File: config.mk
export PLATFORM = sky130hd
export DESIGN_NAME = uri_percent_encoder_unit
export DESIGN_NICKNAME = d
export VERILOG_FILES = /design/src/sv/uripe_pkg.sv /design/src/sv/uripe_queue.sv /design/src/sv/uripe_front.sv /design/src/sv/uripe_back.sv /design/src/sv/uri_percent_encoder_unit.sv
export VERILOG_INCLUDE_DIRS = /design/src /design/src/sv
export SDC_FILE = /design/constraint.sdc
export NUM_CORES = 1
export LEC_CHECK = 0
export ABC_AREA = 1
export BUFFER_PORTS_ARGS = -buffer_cell sky130_fd_sc_hd__buf_2
export CAP_MARGIN = 0
export CORE_ASPECT_RATIO = 0.5
export CORE_UTILIZATION = 54
export CTS_CLUSTER_DIAMETER = 150
export CTS_CLUSTER_SIZE = 8
export DETAILED_ROUTE_END_ITERATION = 8
export PLACE_DENSITY = 0.77
export SYNTH_ARGS = -nofsm -noshare
export SYNTH_HDL_FRONTEND = slang
export SYNTH_SLANG_ARGS = --single-unit
File: constraint.sdc
create_clock -name clock -period 3.3 [get_ports clock]
set_input_delay 0.495 -clock clock [delete_from_list [all_inputs] [get_ports clock]]
set_output_delay 0.495 -clock clock [all_outputs]
set_load 0.01 [all_outputs]
File: src/sv/uri_percent_encoder_unit_macros.svh
// assertion macros shared by the uri percent encoder modules
`ifndef URI_PERCENT_ENCODER_UNIT_MACROS_SVH
`define URI_PERCENT_ENCODER_UNIT_MACROS_SVH

// condition implies consequence in the same cycle
`define UPE_ASSERT_IMP(label, clk, rst, ante, cons) \
   label: assert property (@(posedge clk) disable iff (rst) (ante) |-> (cons)) \
      else $error("uri percent encoder assertion failed");

// condition implies consequence in the next cycle
`define UPE_ASSERT_NEXT(label, clk, rst, ante, cons) \
   label: assert property (@(posedge clk) disable iff (rst) (ante) |=> (cons)) \
      else $error("uri percent encoder assertion failed");

`endif

File: src/sv/uripe_pkg.sv
// types, constants and helper functions of the uri percent encoder
package uripe_pkg;

   localparam int QUEUE_DEPTH_DEFAULT = 4;
   localparam int CSR_ADDR_WIDTH = 3;
   localparam int CSR_DATA_WIDTH = 32;
   localparam logic CSR_MODE_INDEX = 1'b0;

   localparam logic [1:0] MODE_ESCAPE = 2'd0;
   localparam logic [1:0] MODE_URI = 2'd1;
   localparam logic [1:0] MODE_COMPONENT = 2'd2;

   localparam logic [6:0] CHAR_PERCENT = 7'h25;
   localparam logic [6:0] CHAR_LOWER_U = 7'h75;
   localparam logic [6:0] CHAR_NUL = 7'h00;

   typedef struct packed {
      logic [15:0] code_unit;
      logic        last_unit;
   } req_payload_type;

   typedef struct packed {
      logic [6:0] out_char;
      logic       run_last;
      logic       uri_error;
   } rsp_payload_type;

   typedef enum logic [1:0] {
      JOB_CHAR,
      JOB_PCT,
      JOB_UESC,
      JOB_ERR
   } job_kind_type;

   // bytes[0] goes out first, but for JOB_UESC, where bytes[1] (the high byte) goes out first
   typedef struct packed {
      job_kind_type    kind;
      logic [1:0]      last_byte;
      logic [3:0][7:0] bytes;
   } job_type;

   typedef struct packed {
      logic full;
      logic empty;
   } queue_status_type;

   function automatic logic [6:0] hex_char(input logic [3:0] d);
      logic [6:0] c;
      if (d < 4'd10) begin
         c = 7'h30 + {3'b000, d};
      end else begin
         c = 7'h37 + {3'b000, d};
      end
      return c;
   endfunction

   function automatic logic is_alnum(input logic [15:0] u);
      return (u >= 16'h0041 && u <= 16'h005A) || (u >= 16'h0061 && u <= 16'h007A) ||
             (u >= 16'h0030 && u <= 16'h0039);
   endfunction

   // @*_+-./
   function automatic logic is_escape_mark(input logic [15:0] u);
      logic r;
      case (u)
         16'h0040, 16'h002A, 16'h005F, 16'h002B, 16'h002D, 16'h002E, 16'h002F: r = 1'b1;
         default: r = 1'b0;
      endcase
      return r;
   endfunction

   // -_.!~*'()
   function automatic logic is_unreserved_mark(input logic [15:0] u);
      logic r;
      case (u)
         16'h002D, 16'h005F, 16'h002E, 16'h0021, 16'h007E,
         16'h002A, 16'h0027, 16'h0028, 16'h0029: r = 1'b1;
         default: r = 1'b0;
      endcase
      return r;
   endfunction

   // ;/?:@&=+$, and #
   function automatic logic is_reserved_mark(input logic [15:0] u);
      logic r;
      case (u)
         16'h003B, 16'h002F, 16'h003F, 16'h003A, 16'h0040, 16'h0026,
         16'h003D, 16'h002B, 16'h0024, 16'h002C, 16'h0023: r = 1'b1;
         default: r = 1'b0;
      endcase
      return r;
   endfunction

endpackage

File: src/sv/uripe_queue.sv
// job queue between the classifier and the character expander
`include "uri_percent_encoder_unit_macros.svh"

module uripe_queue #(
   parameter int DEPTH = uripe_pkg::QUEUE_DEPTH_DEFAULT
) (
   input  logic                          clock,
   input  logic                          reset,
   input  logic                          push,
   input  uripe_pkg::job_type            push_job,
   input  logic                          pop,
   output uripe_pkg::job_type            head_job,
   output uripe_pkg::queue_status_type   status
);
   import uripe_pkg::*;

   localparam int PTR_W = $clog2(DEPTH);
   localparam int CNT_W = $clog2(DEPTH + 1);

   job_type mem [DEPTH];
   logic [PTR_W-1:0] wr_ptr_ff, wr_ptr_in;
   logic [PTR_W-1:0] rd_ptr_ff, rd_ptr_in;
   logic [CNT_W-1:0] count_ff, count_in;

   always_comb begin
      wr_ptr_in = wr_ptr_ff;
      rd_ptr_in = rd_ptr_ff;
      count_in  = count_ff;
      if (push) begin
         wr_ptr_in = (wr_ptr_ff == PTR_W'(DEPTH - 1)) ? '0 : wr_ptr_ff + 1'b1;
      end
      if (pop) begin
         rd_ptr_in = (rd_ptr_ff == PTR_W'(DEPTH - 1)) ? '0 : rd_ptr_ff + 1'b1;
      end
      if (push && !pop) begin
         count_in = count_ff + 1'b1;
      end else if (pop && !push) begin
         count_in = count_ff - 1'b1;
      end
   end

   always_ff @(posedge clock) begin
      if (reset) begin
         wr_ptr_ff <= '0;
         rd_ptr_ff <= '0;
         count_ff  <= '0;
      end else begin
         wr_ptr_ff <= wr_ptr_in;
         rd_ptr_ff <= rd_ptr_in;
         count_ff  <= count_in;
      end
   end

   always_ff @(posedge clock) begin
      if (push) begin
         mem[wr_ptr_ff] <= push_job;
      end
   end

   assign head_job     = mem[rd_ptr_ff];
   assign status.full  = (count_ff == CNT_W'(DEPTH));
   assign status.empty = (count_ff == '0);

   `UPE_ASSERT_IMP(q_no_overflow, clock, reset, push, !status.full)
   `UPE_ASSERT_IMP(q_no_underflow, clock, reset, pop, !status.empty)
   `UPE_ASSERT_NEXT(q_count_steady, clock, reset, push && pop, count_ff == $past(count_ff))

endmodule

File: src/sv/uripe_front.sv
// input classifier: surrogate tracking, error and drop handling, job building
module uripe_front (
   input  logic                       clock,
   input  logic                       reset,
   input  logic [1:0]                 mode,
   input  logic                       req_valid,
   input  uripe_pkg::req_payload_type req_payload,
   input  logic                       queue_full,
   output logic                       req_stall,
   output logic                       push,
   output uripe_pkg::job_type         job
);
   import uripe_pkg::*;

   logic [9:0] held_bits_ff, held_bits_in;
   logic       held_ff, held_in;
   logic       drop_ff, drop_in;

   logic [15:0] u;
   logic        last;
   logic        accept;
   logic        is_low;
   logic        is_high;
   logic        pass_uri;
   logic [4:0]  plane;

   assign u       = req_payload.code_unit;
   assign last    = req_payload.last_unit;
   assign accept  = req_valid && !queue_full;
   assign is_low  = (u[15:10] == 6'b110111);
   assign is_high = (u[15:10] == 6'b110110);
   assign plane   = {1'b0, held_bits_ff[9:6]} + 5'd1;
   assign pass_uri = is_alnum(u) || is_unreserved_mark(u) ||
                     ((mode == MODE_URI) && is_reserved_mark(u));
   assign req_stall = queue_full;

   always_comb begin
      held_bits_in  = held_bits_ff;
      held_in       = held_ff;
      drop_in       = drop_ff;
      push          = 1'b0;
      job.kind      = JOB_CHAR;
      job.last_byte = 2'd0;
      job.bytes     = '0;
      if (drop_ff) begin
         held_in      = 1'b0;
         held_bits_in = '0;
         if (last) begin
            drop_in = 1'b0;
         end
      end else if (held_ff) begin
         held_in      = 1'b0;
         held_bits_in = '0;
         push         = 1'b1;
         if (mode == MODE_ESCAPE || !is_low) begin
            job.kind = JOB_ERR;
            drop_in  = !last;
         end else begin
            job.kind      = JOB_PCT;
            job.last_byte = 2'd3;
            job.bytes[0]  = {5'b11110, plane[4:2]};
            job.bytes[1]  = {2'b10, plane[1:0], held_bits_ff[5:2]};
            job.bytes[2]  = {2'b10, held_bits_ff[1:0], u[9:6]};
            job.bytes[3]  = {2'b10, u[5:0]};
         end
      end else if (mode == MODE_ESCAPE) begin
         push = 1'b1;
         if (is_alnum(u) || is_escape_mark(u)) begin
            job.bytes[0] = u[7:0];
         end else if (u[15:8] != 8'd0) begin
            job.kind     = JOB_UESC;
            job.bytes[0] = u[7:0];
            job.bytes[1] = u[15:8];
         end else begin
            job.kind     = JOB_PCT;
            job.bytes[0] = u[7:0];
         end
      end else begin
         push = 1'b1;
         if (pass_uri) begin
            job.bytes[0] = u[7:0];
         end else if (is_low) begin
            job.kind = JOB_ERR;
            drop_in  = !last;
         end else if (is_high) begin
            if (last) begin
               job.kind = JOB_ERR;
            end else begin
               push         = 1'b0;
               held_in      = 1'b1;
               held_bits_in = u[9:0];
            end
         end else if (u[15:7] == 9'd0) begin
            job.kind     = JOB_PCT;
            job.bytes[0] = u[7:0];
         end else if (u[15:11] == 5'd0) begin
            job.kind      = JOB_PCT;
            job.last_byte = 2'd1;
            job.bytes[0]  = {3'b110, u[10:6]};
            job.bytes[1]  = {2'b10, u[5:0]};
         end else begin
            job.kind      = JOB_PCT;
            job.last_byte = 2'd2;
            job.bytes[0]  = {4'b1110, u[15:12]};
            job.bytes[1]  = {2'b10, u[11:6]};
            job.bytes[2]  = {2'b10, u[5:0]};
         end
      end
      if (!accept) begin
         push         = 1'b0;
         held_in      = held_ff;
         held_bits_in = held_bits_ff;
         drop_in      = drop_ff;
      end
   end

   always_ff @(posedge clock) begin
      if (reset) begin
         held_ff      <= 1'b0;
         drop_ff      <= 1'b0;
         held_bits_ff <= '0;
      end else begin
         held_ff      <= held_in;
         drop_ff      <= drop_in;
         held_bits_ff <= held_bits_in;
      end
   end

endmodule

File: src/sv/uripe_back.sv
// character expander: turns queued jobs into one output character per cycle unless rsp_stall holds it
`include "uri_percent_encoder_unit_macros.svh"

module uripe_back (
   input  logic                        clock,
   input  logic                        reset,
   input  uripe_pkg::job_type          head_job,
   input  uripe_pkg::queue_status_type status,
   output logic                        pop,
   output logic                        rsp_valid,
   input  logic                        rsp_stall,
   output uripe_pkg::rsp_payload_type  rsp_payload
);
   import uripe_pkg::*;

   logic [2:0]      phase_ff, phase_in;
   logic [1:0]      idx_ff, idx_in;
   logic            rsp_valid_ff, rsp_valid_in;
   rsp_payload_type rsp_payload_ff, rsp_payload_in;

   logic            advance;
   logic [7:0]      cur_byte;
   logic [6:0]      ch;
   logic            ch_last;
   logic            ch_err;

   assign advance  = !rsp_valid_ff || !rsp_stall;
   assign cur_byte = head_job.bytes[idx_ff];

   always_comb begin
      ch      = CHAR_NUL;
      ch_last = 1'b0;
      ch_err  = 1'b0;
      case (head_job.kind)
         JOB_CHAR: begin
            ch      = head_job.bytes[0][6:0];
            ch_last = 1'b1;
         end
         JOB_ERR: begin
            ch_last = 1'b1;
            ch_err  = 1'b1;
         end
         JOB_PCT: begin
            case (phase_ff)
               3'd0:    ch = CHAR_PERCENT;
               3'd1:    ch = hex_char(cur_byte[7:4]);
               default: ch = hex_char(cur_byte[3:0]);
            endcase
            ch_last = (phase_ff == 3'd2) && (idx_ff == head_job.last_byte);
         end
         default: begin
            // %uHHHH, high byte first
            case (phase_ff)
               3'd0:    ch = CHAR_PERCENT;
               3'd1:    ch = CHAR_LOWER_U;
               3'd2:    ch = hex_char(head_job.bytes[1][7:4]);
               3'd3:    ch = hex_char(head_job.bytes[1][3:0]);
               3'd4:    ch = hex_char(head_job.bytes[0][7:4]);
               default: ch = hex_char(head_job.bytes[0][3:0]);
            endcase
            ch_last = (phase_ff == 3'd5);
         end
      endcase
   end

   always_comb begin
      phase_in       = phase_ff;
      idx_in         = idx_ff;
      rsp_valid_in   = rsp_valid_ff;
      rsp_payload_in = rsp_payload_ff;
      pop            = 1'b0;
      if (advance) begin
         rsp_valid_in = !status.empty;
         if (!status.empty) begin
            rsp_payload_in.out_char  = ch;
            rsp_payload_in.run_last  = ch_last;
            rsp_payload_in.uri_error = ch_err;
            if (ch_last) begin
               pop      = 1'b1;
               phase_in = '0;
               idx_in   = '0;
            end else if (head_job.kind == JOB_PCT && phase_ff == 3'd2) begin
               phase_in = '0;
               idx_in   = idx_ff + 1'b1;
            end else begin
               phase_in = phase_ff + 1'b1;
            end
         end
      end
   end

   always_ff @(posedge clock) begin
      if (reset) begin
         phase_ff     <= '0;
         idx_ff       <= '0;
         rsp_valid_ff <= 1'b0;
      end else begin
         phase_ff     <= phase_in;
         idx_ff       <= idx_in;
         rsp_valid_ff <= rsp_valid_in;
      end
      rsp_payload_ff <= rsp_payload_in;
   end

   assign rsp_valid   = rsp_valid_ff;
   assign rsp_payload = rsp_payload_ff;

   `UPE_ASSERT_IMP(b_err_form, clock, reset, rsp_valid_ff && rsp_payload_ff.uri_error, rsp_payload_ff.run_last && rsp_payload_ff.out_char == CHAR_NUL)
   `UPE_ASSERT_NEXT(b_counters_rewind, clock, reset, pop, phase_ff == 3'd0 && idx_ff == 2'd0)
   `UPE_ASSERT_IMP(b_byte_in_range, clock, reset, !status.empty && head_job.kind == JOB_PCT, idx_ff <= head_job.last_byte)

endmodule

File: src/sv/uri_percent_encoder_unit.sv
// Streaming escape / encodeURI / encodeURIComponent encoder. One UTF-16 code unit is taken
// per cycle while the job queue (QUEUE_DEPTH entries) has room; each unit that yields output
// becomes one queued job, and the expander sends its characters one per cycle unless rsp_stall
// holds them. A job has 1 character for a passed character or an error word, 3 for %XX, 6 for
// %uXXXX, 6 or 9 for two- or three-byte UTF-8, 12 for a surrogate pair. A held high surrogate
// or a dropped unit is taken and yields nothing. The expander's one-character-per-cycle output
// register sets the sustained rate. encoding_mode sits at byte address 0 of the APB port:
// 0 escape, 1 full URI, 2 or 3 URI component; write it only while the block is idle.
module uri_percent_encoder_unit #(
   parameter int QUEUE_DEPTH = uripe_pkg::QUEUE_DEPTH_DEFAULT
) (
   input  logic                                 clock,
   input  logic                                 reset,
   input  logic                                 req_valid,
   output logic                                 req_stall,
   input  uripe_pkg::req_payload_type           req_payload,
   output logic                                 rsp_valid,
   input  logic                                 rsp_stall,
   output uripe_pkg::rsp_payload_type           rsp_payload,
   input  logic                                 psel,
   input  logic                                 penable,
   input  logic                                 pwrite,
   input  logic [uripe_pkg::CSR_ADDR_WIDTH-1:0] paddr,
   input  logic [uripe_pkg::CSR_DATA_WIDTH-1:0] pwdata,
   output logic [uripe_pkg::CSR_DATA_WIDTH-1:0] prdata,
   output logic                                 pready
);
   import uripe_pkg::*;

   logic [1:0]       mode_ff, mode_in;
   logic             push;
   logic             pop;
   job_type          push_job;
   job_type          head_job;
   queue_status_type status;

   assign pready = 1'b1;

   always_comb begin
      mode_in = mode_ff;
      if (psel && penable && pwrite && paddr[2] == CSR_MODE_INDEX) begin
         mode_in = pwdata[1:0];
      end
   end

   always_ff @(posedge clock) begin
      if (reset) begin
         mode_ff <= MODE_ESCAPE;
      end else begin
         mode_ff <= mode_in;
      end
   end

   assign prdata = (paddr[2] == CSR_MODE_INDEX) ? {{(CSR_DATA_WIDTH - 2){1'b0}}, mode_ff} : '0;

   uripe_front u_front (
      .clock       (clock),
      .reset       (reset),
      .mode        (mode_ff),
      .req_valid   (req_valid),
      .req_payload (req_payload),
      .queue_full  (status.full),
      .req_stall   (req_stall),
      .push        (push),
      .job         (push_job)
   );

   uripe_queue #(
      .DEPTH (QUEUE_DEPTH)
   ) u_queue (
      .clock    (clock),
      .reset    (reset),
      .push     (push),
      .push_job (push_job),
      .pop      (pop),
      .head_job (head_job),
      .status   (status)
   );

   uripe_back u_back (
      .clock       (clock),
      .reset       (reset),
      .head_job    (head_job),
      .status      (status),
      .pop         (pop),
      .rsp_valid   (rsp_valid),
      .rsp_stall   (rsp_stall),
      .rsp_payload (rsp_payload)
   );

endmodule
== Word-level counts from Yosys, hierarchy flattened ==
Memory sizes are Yosys's and may differ from the RTL's. A register that Yosys moved wholly into a read port is not among the register bits.
Index checks and enable logic that the tools add are counted.
Widths: inputs -> output; s select.

* Add/sub/neg operators: 19
* Multiply operators: 0
* Div/mod/pow operators: 0
* $lt $le $gt $ge: 13
* Eq/ne operators: 38
* Shift-type cells: 0
* Mux-type cells: 94
* Bitwise operators: 2
* Reduce and logical (&&, ||, !) cells: 44

{| class="wikitable"
|+ Operators by type and width
! cell !! number
|-
| $eq 16x6->1 const B || 17
|-
| $add 6x4->7 const A || 12
|-
| $mux 24 || 3
|-
| $mux 10 || 7
|-
| $mux 8 || 8
|-
| $eq 16x7->1 const B || 3
|-
| $mux 16 || 3
|-
| $mux 7 || 6
|-
| $mux 2 || 20
|-
| $mux 36 || 1
|-
| $pmux 7 s5 || 1
|-
| $mux 34 || 1
|-
| $mux 1 || 33
|-
| $ge 16x7->1 const B || 2
|-
| $le 16x7->1 const B || 2
|-
| $lt 4x4->1 const B || 6
|-
| $pmux 7 s3 || 1
|-
| $bmux 8 s2 || 1
|-
| $ge 16x6->1 const B || 1
|-
| $le 16x6->1 const B || 1
|-
| $mux 14 || 1
|-
| $pmux 7 s2 || 1
|-
| $eq 6x6->1 const B || 2
|-
| $logic_and 1x1->1 || 12
|-
| other kinds (32) || 65
|}

* Register bits after elaboration: 36
* Latch bits: 0
* RAM bits: 144
* Memory bits (read-only): 0
* Input port bits: 59
* Output and inout bits: 44
* Memories kept: 1

{| class="wikitable"
|+ Memories
! memory !! depth !! bits a word !! read ports !! clocked after memory_dff !! wr ports !! line !! text
|-
| u_queue.mem || 4 || 36 || 1 || 1 || 1 || uripe_queue.sv:20 || <nowiki>job_type mem [DEPTH];</nowiki>
|}

== Depth between registers and ports, before layout ==
Gate-level depths: netlist of the first run.

* Depth after elaboration: 15
* Mapped depth: 24
* Depth with buffers taken out: 20

== Hierarchy ==
Synthesis of the first run repeated with hierarchy kept, for this count alone.

* Cells, all modules: 1166
* Area total of the unflattened synthesis: 10453.8 sq um

{| class="wikitable"
|+ By module, submodules not included
! module !! instances !! cells each !! area an instance (sq um) !! seq. area each (sq um)
|-
| uripe_queue || 1 || 407 || 6100.9 || 4504.3
|-
| uripe_front || 1 || 373 || 2020.7 || 240.2
|-
| uripe_back || 1 || 329 || 1961.9 || 390.4
|-
| uri_percent_encoder_unit || 1 || 57 || 370.4 || 40.0
|}

== Least setup slack after synthesis of the first run ==
Ideal clock, no wire load.

* Path kind: register -> register
* Start: register with a tool-made name
* End: register u_queue.count_ff[1]
* Library setup time: 0.120 ns
* Data arrival time: 2.971 ns
* Path slack: 0.209 ns
* Cell stages (with the launch flop): 20
* Path buffers: 4
* Clock period less this slack: 3.091 ns
* Cells stage by stage: dfxtp_1 > buf_4 > buf_6 > buf_2 > nand2_1 > a32oi_1 > ha_1 > buf_2 > inv_1 > nor2_1 > nand3_1 > o21ai_1 > nand2_1 > nand2_2 > nand2_1 > ha_1 > inv_1 > fa_1 > o21ai_0 > a21oi_1

{| class="wikitable"
|+ RTL lines
! what !! line !! text
|-
| end signal: assignment || uripe_queue.sv:50 || <nowiki>count_ff <= count_in;</nowiki>
|-
| end: declaration || uripe_queue.sv:23 || <nowiki>logic [CNT_W-1:0] count_ff, count_in;</nowiki>
|}

==> results.py, run 1 <==
metrics = {
    "synthesis": {
        "synthAdderAreaFrac": 0.03145,
        "yosysWarnings": 0,
        "synth_largest_area_cell": "edfxtp_1",
        "syn_avg_cell_area_um2": 8.315,
        "ys_ff_latch": 170,
        "synthTopCellsByArea": "edfxtp_1 45%, nand2_1 14%, nand3_1 6.5%, dfxtp_1 6.2%, inv_1 3.7%",
        "synth_top_family_by_area": "simple AND/OR/NAND/NOR gates",
        "synth_compound_area_frac": 0.08996,
        "synthArstFlopShare": 0,
        "ys_seq_area_frac": 0.5129,
        "synth_top_area_share": 0.4510,
        "synthSimpleGateAreaFrac": 0.2692,
        "synthDistinctLibCells": 42,
        "synthFlopType": "edfxtp_1",
        "syn-cell-area_um2": 9388,
        "synth_cells": 1129,
        "synth-edff-count": 141,
        "synth-xor-area-share": 0.002799,
        "muxShareOfSynthArea": 0,
    },
    "layout": {
        "drive_gt1_frac": 0.1090,
        "antenna_cells": 0,
        "post-route-util": 0.6177,
        "fillers": 1386,
        "nNetsFinal": 1253,
        "synthToLayoutAreaGrowth_pct": 9.756,
        "final_cell_mix": "337 x nand2_1, 141 x edfxtp_1, 122 x nand3_1, 93 x inv_1, 88 x nor2_1",
        "layout_commonest_cell": "nand2_1",
    },
    "timing": {
        "setup_viol": 0,
        "finalCritPeriodShare": 0.8905,
        "rsz0062_at_grt": "false",
        "slew_headroom": 0.4336,
        "period_needed_ns": 2.939,
        "skew_ns": 0.01618,
        "tightestPinTransition_ns": 0.8407,
        "drv_slew": 0,
        "hold_viol": 0,
        "fin_tns_setup_ns": 0,
        "fmax_ghz": 0.3403,
    },
    "critical_path": {
        "cpMaxStageDelayCell": "fa_1",
        "cpMostUsedCell": "inv_1",
        "crit_buf_inv": 4,
        "ff2ff_setup_slack_ns": 0.36,
        "critPathArrivalTime_ns": 3.27,
        "cp.required_ns": 3.63,
        "path_cells": "buf_4 > a21oi_1 > a32oi_2 > inv_1 > ha_1 > inv_1 > nor2_1 > nand3_1 > o21ai_1 > nand2_1 > nand2_2 > nand2_2 > ha_1 > inv_1 > fa_1 > o21ai_0 > a21oi_1",
        "r2r_end": "u_queue.count_ff[1]$_SDFFE_PP0P_",
        "cpPeakStageDelay_ns": 0.42,
        "crit_path_start_kind": "flop",
        "reg2regPathDepth": 17,
        "crit_family": "adder cells",
        "cp_max_fo": 10,
        "crit_type": "flop to flop",
        "crit_path_end_kind": "flop",
    },
    "worst_hold_path": {
        "hold_path_class": "input port to flop",
        "whs_path_depth": 3,
        "hold_start": "pwdata[1]",
        "whs_endpoint": "mode_ff[1]$_SDFFE_PP0P_",
    },
    "power": {
        "powerDensity_nw_per_um2": 740.0,
        "peakVddDrop_mv": 0.4326,
        "p_seq_frac": 0.363,
        "clockPowerShare": 0.260,
        "p_int_w": 0.004560,
        "total_power_w": 0.007625,
        "power.switching_w": 0.003065,
        "leakage_nw": 4.340,
        "swShare": 0.4020,
        "p_comb_frac": 0.377,
    },
    "routing": {
        "num_vias": 7946,
        "routed_wirelength_um": 24090,
        "drtIter0Drc": 824,
        "dr.pass1.iters": 6,
        "avgRoutedWirePerCell_um": 17.07,
        "drc": 0,
        "via_per_inst": 5.631,
        "ant_nets": 0,
    },
    "clocking": {
        "clock_path_buffers": 2,
        "cts.sinks": 170,
        "cts.htree.levels": 4,
        "cts_tree": "done",
        "clk_pin_slew_ns": 0.08,
        "root_buffer": "clkbuf_16",
        "postCtsSetupRepairBufs": 0,
        "clock_latency_ns": 0.44,
        "cts_hold_buf": 0,
        "cts_buffers": 17,
        "cts_resized": 0,
    },
    "global_routing": {
        "grtUsageMet1": 0.3979,
        "antenna_found_initial": 0,
        "grt_util_met2": 0.4393,
        "grtUsageTotal": 0.2803,
        "grt_max_degree": 57,
        "top_usage_layer": "met2",
        "grt_pass1_wl_um": 38110,
        "grt_overflow": 0,
        "grt_pass1_vias": 7270,
        "grt_use_met3": 0.05410,
    },
    "flow_run": {
        "cap_viol_max_count": 0,
    },
    "floorplanning": {
        "start_util": 0.5628,
        "die_area_um2": 17950,
        "num_rows": 33,
        "coreArea_um2": 16680,
        "die_w_um": 188.5,
        "die_h_um": 95.24,
        "num_io_pins": 103,
    },
    "placement": {
        "gp_congestion": 0.9437,
        "dp_hpwl_um": 16720,
        "port_buffers": 39,
    },
    "status": {
        "status": "finished, final reports clean",
    },
}
[sequential cells by signal, summed over array words and instances (netlist names), named ones only]
register,cells
u_back.idx_ff,2
u_queue.count_ff,3
u_queue.rd_ptr_ff,2
u_front.held_bits_ff,10
u_front.held_ff,1
mode_ff,2
u_queue.wr_ptr_ff,2
u_back.phase_ff,3
u_back.rsp_valid,1
u_back.rsp_payload,9
u_queue.mem,132
u_front.drop_ff,1
[layer usage]
metal / share of wire / routed length [um] / vias up
met1: 0.44 / 10600 / 3655
met2: 0.43 / 10470 / 441
met5: 0 / 0 / -
met3: 0.11 / 2581 / 46
li1: - / - / 3804
met4: 0.018 / 439 / 0
[worst max-delay path by stage]
stage / from / endpoint / slack (ns) / cells after the start
final: flop / u_queue.count_ff[1]$_SDFFE_PP0P_ / 0.36 / 17
after global routing: flop / u_queue.count_ff[1]$_SDFFE_PP0P_ / 0.03 / 17
after floorplan: flop / u_queue.count_ff[1]$_SDFFE_PP0P_ / 0.21 / 19
after global placement: flop / u_queue.count_ff[1]$_SDFFE_PP0P_ / 0.35 / 16
after CTS: flop / u_queue.count_ff[2]$_SDFFE_PP0P_ / 0.24 / 20
after detailed placement: flop / u_queue.count_ff[1]$_SDFFE_PP0P_ / 0.25 / 16
[Yosys cell counts (2+ instances only)]
library cell / number
nand3_1: 122
and2_1: 3
nand3b_1: 5
nand4_1: 14
o22ai_1: 4
nor2_2: 7
xnor2_1: 2
o31ai_1: 4
nor2_1: 92
buf_6: 8
edfxtp_1: 141
nand2_1: 338
a32oi_1: 2
inv_2: 13
dfxtp_1: 29
a211oi_1: 2
nand2_2: 6
a22oi_1: 2
a21oi_1: 55
o21ai_1: 9
o21ai_0: 66
inv_1: 93
clkbuf_1: 8
nor3_1: 10
buf_2: 12
buf_4: 36
ha_1: 22
o211ai_1: 3
conb_1: 2
o32ai_1: 4
clkinv_1: 4
[cell type report]
| type | instances | area (um^2) | area share |
|---|---|---|---|
| inverters | 110 | 415.4 | 0.04032 |
| repair buffers | 60 | 356.6 | 0.03461 |
| clock inverters | 15 | 168.9 | 0.01639 |
| clock buffers | 17 | 425.4 | 0.04129 |
| multi-input cells | 812 | 3837 | 0.3724 |
| flip-flops and latches | 170 | 4816 | 0.4674 |
| well taps | 227 | 284.0 | 0.02757 |
[metrics by stage]
| stage | instances | cell area (um^2) | setup slack, ns | hold slack (ns) |
|---|---|---|---|---|
| after floorplan | 1158 | 9497 | 0.2091 | 0.4554 |
| after global placement | 1379 | 9686 | 0.3507 | 0.4661 |
| after detailed placement | 1379 | 9686 | 0.2520 | 0.4745 |
| after CTS | 1411 | 10280 | 0.2358 | 0.3286 |
| after global routing | 1411 | 10300 | 0.02979 | 0.3491 |
| final | 1411 | 10300 | 0.3614 | 0.3406 |
[power by group through the flow]
stage	clock (W)	sequential [W]	combinational, W
3_3_place_gp	0	0.00280	0.00273
6_report	0.00198	0.00277	0.00287
3_5_place_dp	0	0.00281	0.00280
2_1_floorplan	0	0.00282	0.00203
4_1_cts	0.00199	0.00276	0.00282
5_1_grt	0.00206	0.00279	0.00324
[worst min-delay path, cell delays in order]
cell and delay [ns]:
buf_2 0.07, o21ai_0 0.07, a21oi_1 0.10
[cells by family (layout without fill, tap and decap cells)]
family,after synthesis,after routing
AO/OA/AOI/OAI,155,155
XOR/XNOR,3,3
adder cells (fa/ha/maj),23,23
buffers and inverters,176,202
flip-flops,170,170
other,2,31
AND/OR/NAND/NOR,600,600
(Power assumes the default switching activity.)
==> run 2, diff against run 1 <==
Clock period 3.3 ns to 2.4 ns, I/O delays scaled along.
==> results.py, run 2 (synthesis results as in run 1) <==
metrics = {
    "layout": {
        "antenna_cells": 0,
        "largest_reg_flops": 132,
        "synthToLayoutAreaGrowth_pct": 21.00,
        "final_cell_mix": "325 x nand2_1, 141 x edfxtp_1, 120 x nand3_1, 104 x buf_4, 89 x inv_1",
        "regMostFlops": "u_queue.mem",
        "nNetsFinal": 1350,
        "drive_gt1_frac": 0.2037,
        "layout_commonest_cell": "nand2_1",
        "fin_cells": 1508,
        "design_area_um2": 11360,
    },
    "timing": {
        "drv_slew": 0,
        "hold_slack_ns": 0.1901,
        "skew_ns": 0.01271,
        "setup_viol": 5,
        "setup_slack_ns": -0.1901,
        "period_needed_ns": 2.590,
        "rsz0062_at_grt": "true",
        "fmax_ghz": 0.3861,
        "slew_headroom": 0.3455,
        "tightestPinTransition_ns": 0.9735,
        "hold_viol": 0,
        "finalCritPeriodShare": 1.079,
    },
    "status": {
        "violations": "setup timing",
        "status": "finished with violations",
    },
    "critical_path": {
        "crit_path_end_kind": "flop",
        "critPathArrivalTime_ns": 2.92,
        "crit_type": "flop to flop",
        "path_cells": "inv_4 > a21oi_4 > a32oi_4 > inv_2 > ha_4 > inv_2 > nor2_2 > nand3_1 > o21ai_2 > nand2_2 > nand2_4 > nand2_4 > ha_4 > inv_4 > fa_2 > o21ai_2 > a21oi_1",
        "cpMaxStageDelayCell": "fa_2",
        "crit_path_start_kind": "flop",
        "cpPeakStageDelay_ns": 0.43,
        "crit_family": "adder cells",
        "cp_max_fo": 5,
        "crit_buf_inv": 4,
        "cp.required_ns": 2.73,
    },
    "placement": {
        "post-place-ws_ns": -0.2294,
        "port_buffers": 39,
        "place_inst": 1471,
        "dp_hpwl_um": 18420,
        "gp_congestion": 0.9528,
        "dpl_cell_area_um2": 10500,
    },
    "power": {
        "total_power_w": 0.01160,
        "peakVddDrop_mv": 0.6858,
        "powerDensity_nw_per_um2": 1021,
        "leakage_nw": 4.885,
    },
    "global_routing": {
        "grt_pass1_wl_um": 40890,
        "antenna_found_initial": 0,
        "grtUsageTotal": 0.3028,
        "grt_overflow": 0,
        "grt_pass1_vias": 7719,
        "grt_max_degree": 34,
    },
    "floorplanning": {
        "num_io_pins": 103,
        "num_rows": 33,
        "die_h_um": 95.24,
        "die_w_um": 188.5,
        "start_util": 0.5628,
        "coreArea_um2": 16680,
        "die_area_um2": 17950,
    },
    "routing": {
        "top_layer": "met4",
        "num_vias": 8556,
        "drc": 0,
        "routed_wirelength_um": 27300,
        "ant_nets": 0,
        "avgRoutedWirePerCell_um": 18.10,
        "drtIter0Drc": 1155,
        "m1WireLength_um": 11430,
        "via_per_inst": 5.674,
        "dr.pass1.iters": 6,
        "wl_met2_um": 12440,
        "wl_met3_um": 2927,
    },
    "clocking": {
        "cts.sinks": 170,
        "clock_latency_ns": 0.44,
        "root_buffer": "clkbuf_16",
        "cts.htree.levels": 4,
        "clock_path_buffers": 2,
        "cts_buffers": 17,
        "cts_tree": "done",
        "clk_pin_slew_ns": 0.07,
    },
    "worst_hold_path": {
        "hold_path_class": "input port to flop",
    },
    "flow_run": {
        "cap_viol_max_count": 0,
    },
}
==> run 2: stage by stage <==
| stage | utilization | setup TNS (ns) |
|---|---|---|
| global route | 0.6810 | -1.401 |
| global placement | 0.6292 | -0.2538 |
| detailed placement | 0.6292 | -0.7839 |
| finish | 0.6810 | -0.4421 |
| CTS | 0.6684 | -0.3304 |
| floorplan | - | -0.8356 |
==> run 2: tightest hold or removal path, stage by stage <==
cell,delay (ns)
buf_2,0.07
o21ai_0,0.07
a21oi_1,0.10
==> run 2: layout make-up <==
cell class                      count  area [um^2]
Clock buffer                       23        531.8
Multi-Input combinational cell    812         4015
Fill cell                        1264         5321
Tap cell                          227        284.0
Clock inverter                      9        70.07
Inverter                          110        422.9
Sequential cell                   170         4818
Timing Repair Buffer              157         1217
==> run 2: where the power goes <==
group | leakage, nW | internal [W] | switching, W
Sequential | 1.56 | 0.00367 | 0.000169
Combinational | 3.03 | 0.00183 | 0.00313
Clock | 0.297 | 0.00158 | 0.00121
==> run 2: routing by layer <==
metal | GRT usage | up-vias
met5 | 0 | -
met4 | 0.08468 | 0
met3 | 0.07766 | 56
met2 | 0.4911 | 555
met1 | 0.4057 | 3940
li1 | - | 4005
==> run 2: path summary, 6_finish.rpt <==
check	cells past startpoint	slack, ns	endpoint	startpoint
hold / removal	3	0.19	mode_ff[1]$_SDFFE_PP0P_	pwdata[1]
hold reg to reg	2	0.50	u_front.held_bits_ff[2]$_SDFFE_PP0P_	u_front.held_bits_ff[2]$_SDFFE_PP0P_
setup reg to reg	17	-0.19	u_queue.count_ff[1]$_SDFFE_PP0P_	flop
setup / recovery	17	-0.19	u_queue.count_ff[1]$_SDFFE_PP0P_	flop
==> run 2: repair_timing <==
| item | CTS | global route |
|---|---|---|
| endpoints found under the setup margin | 7 | 10 |
| cloned | 0 | 1 |
| hold buffers | 0 | 0 |
| setup buffers | 3 | 1 |
| gates resized for setup | 9 | 45 |
| pin swaps | 6 | 8 |
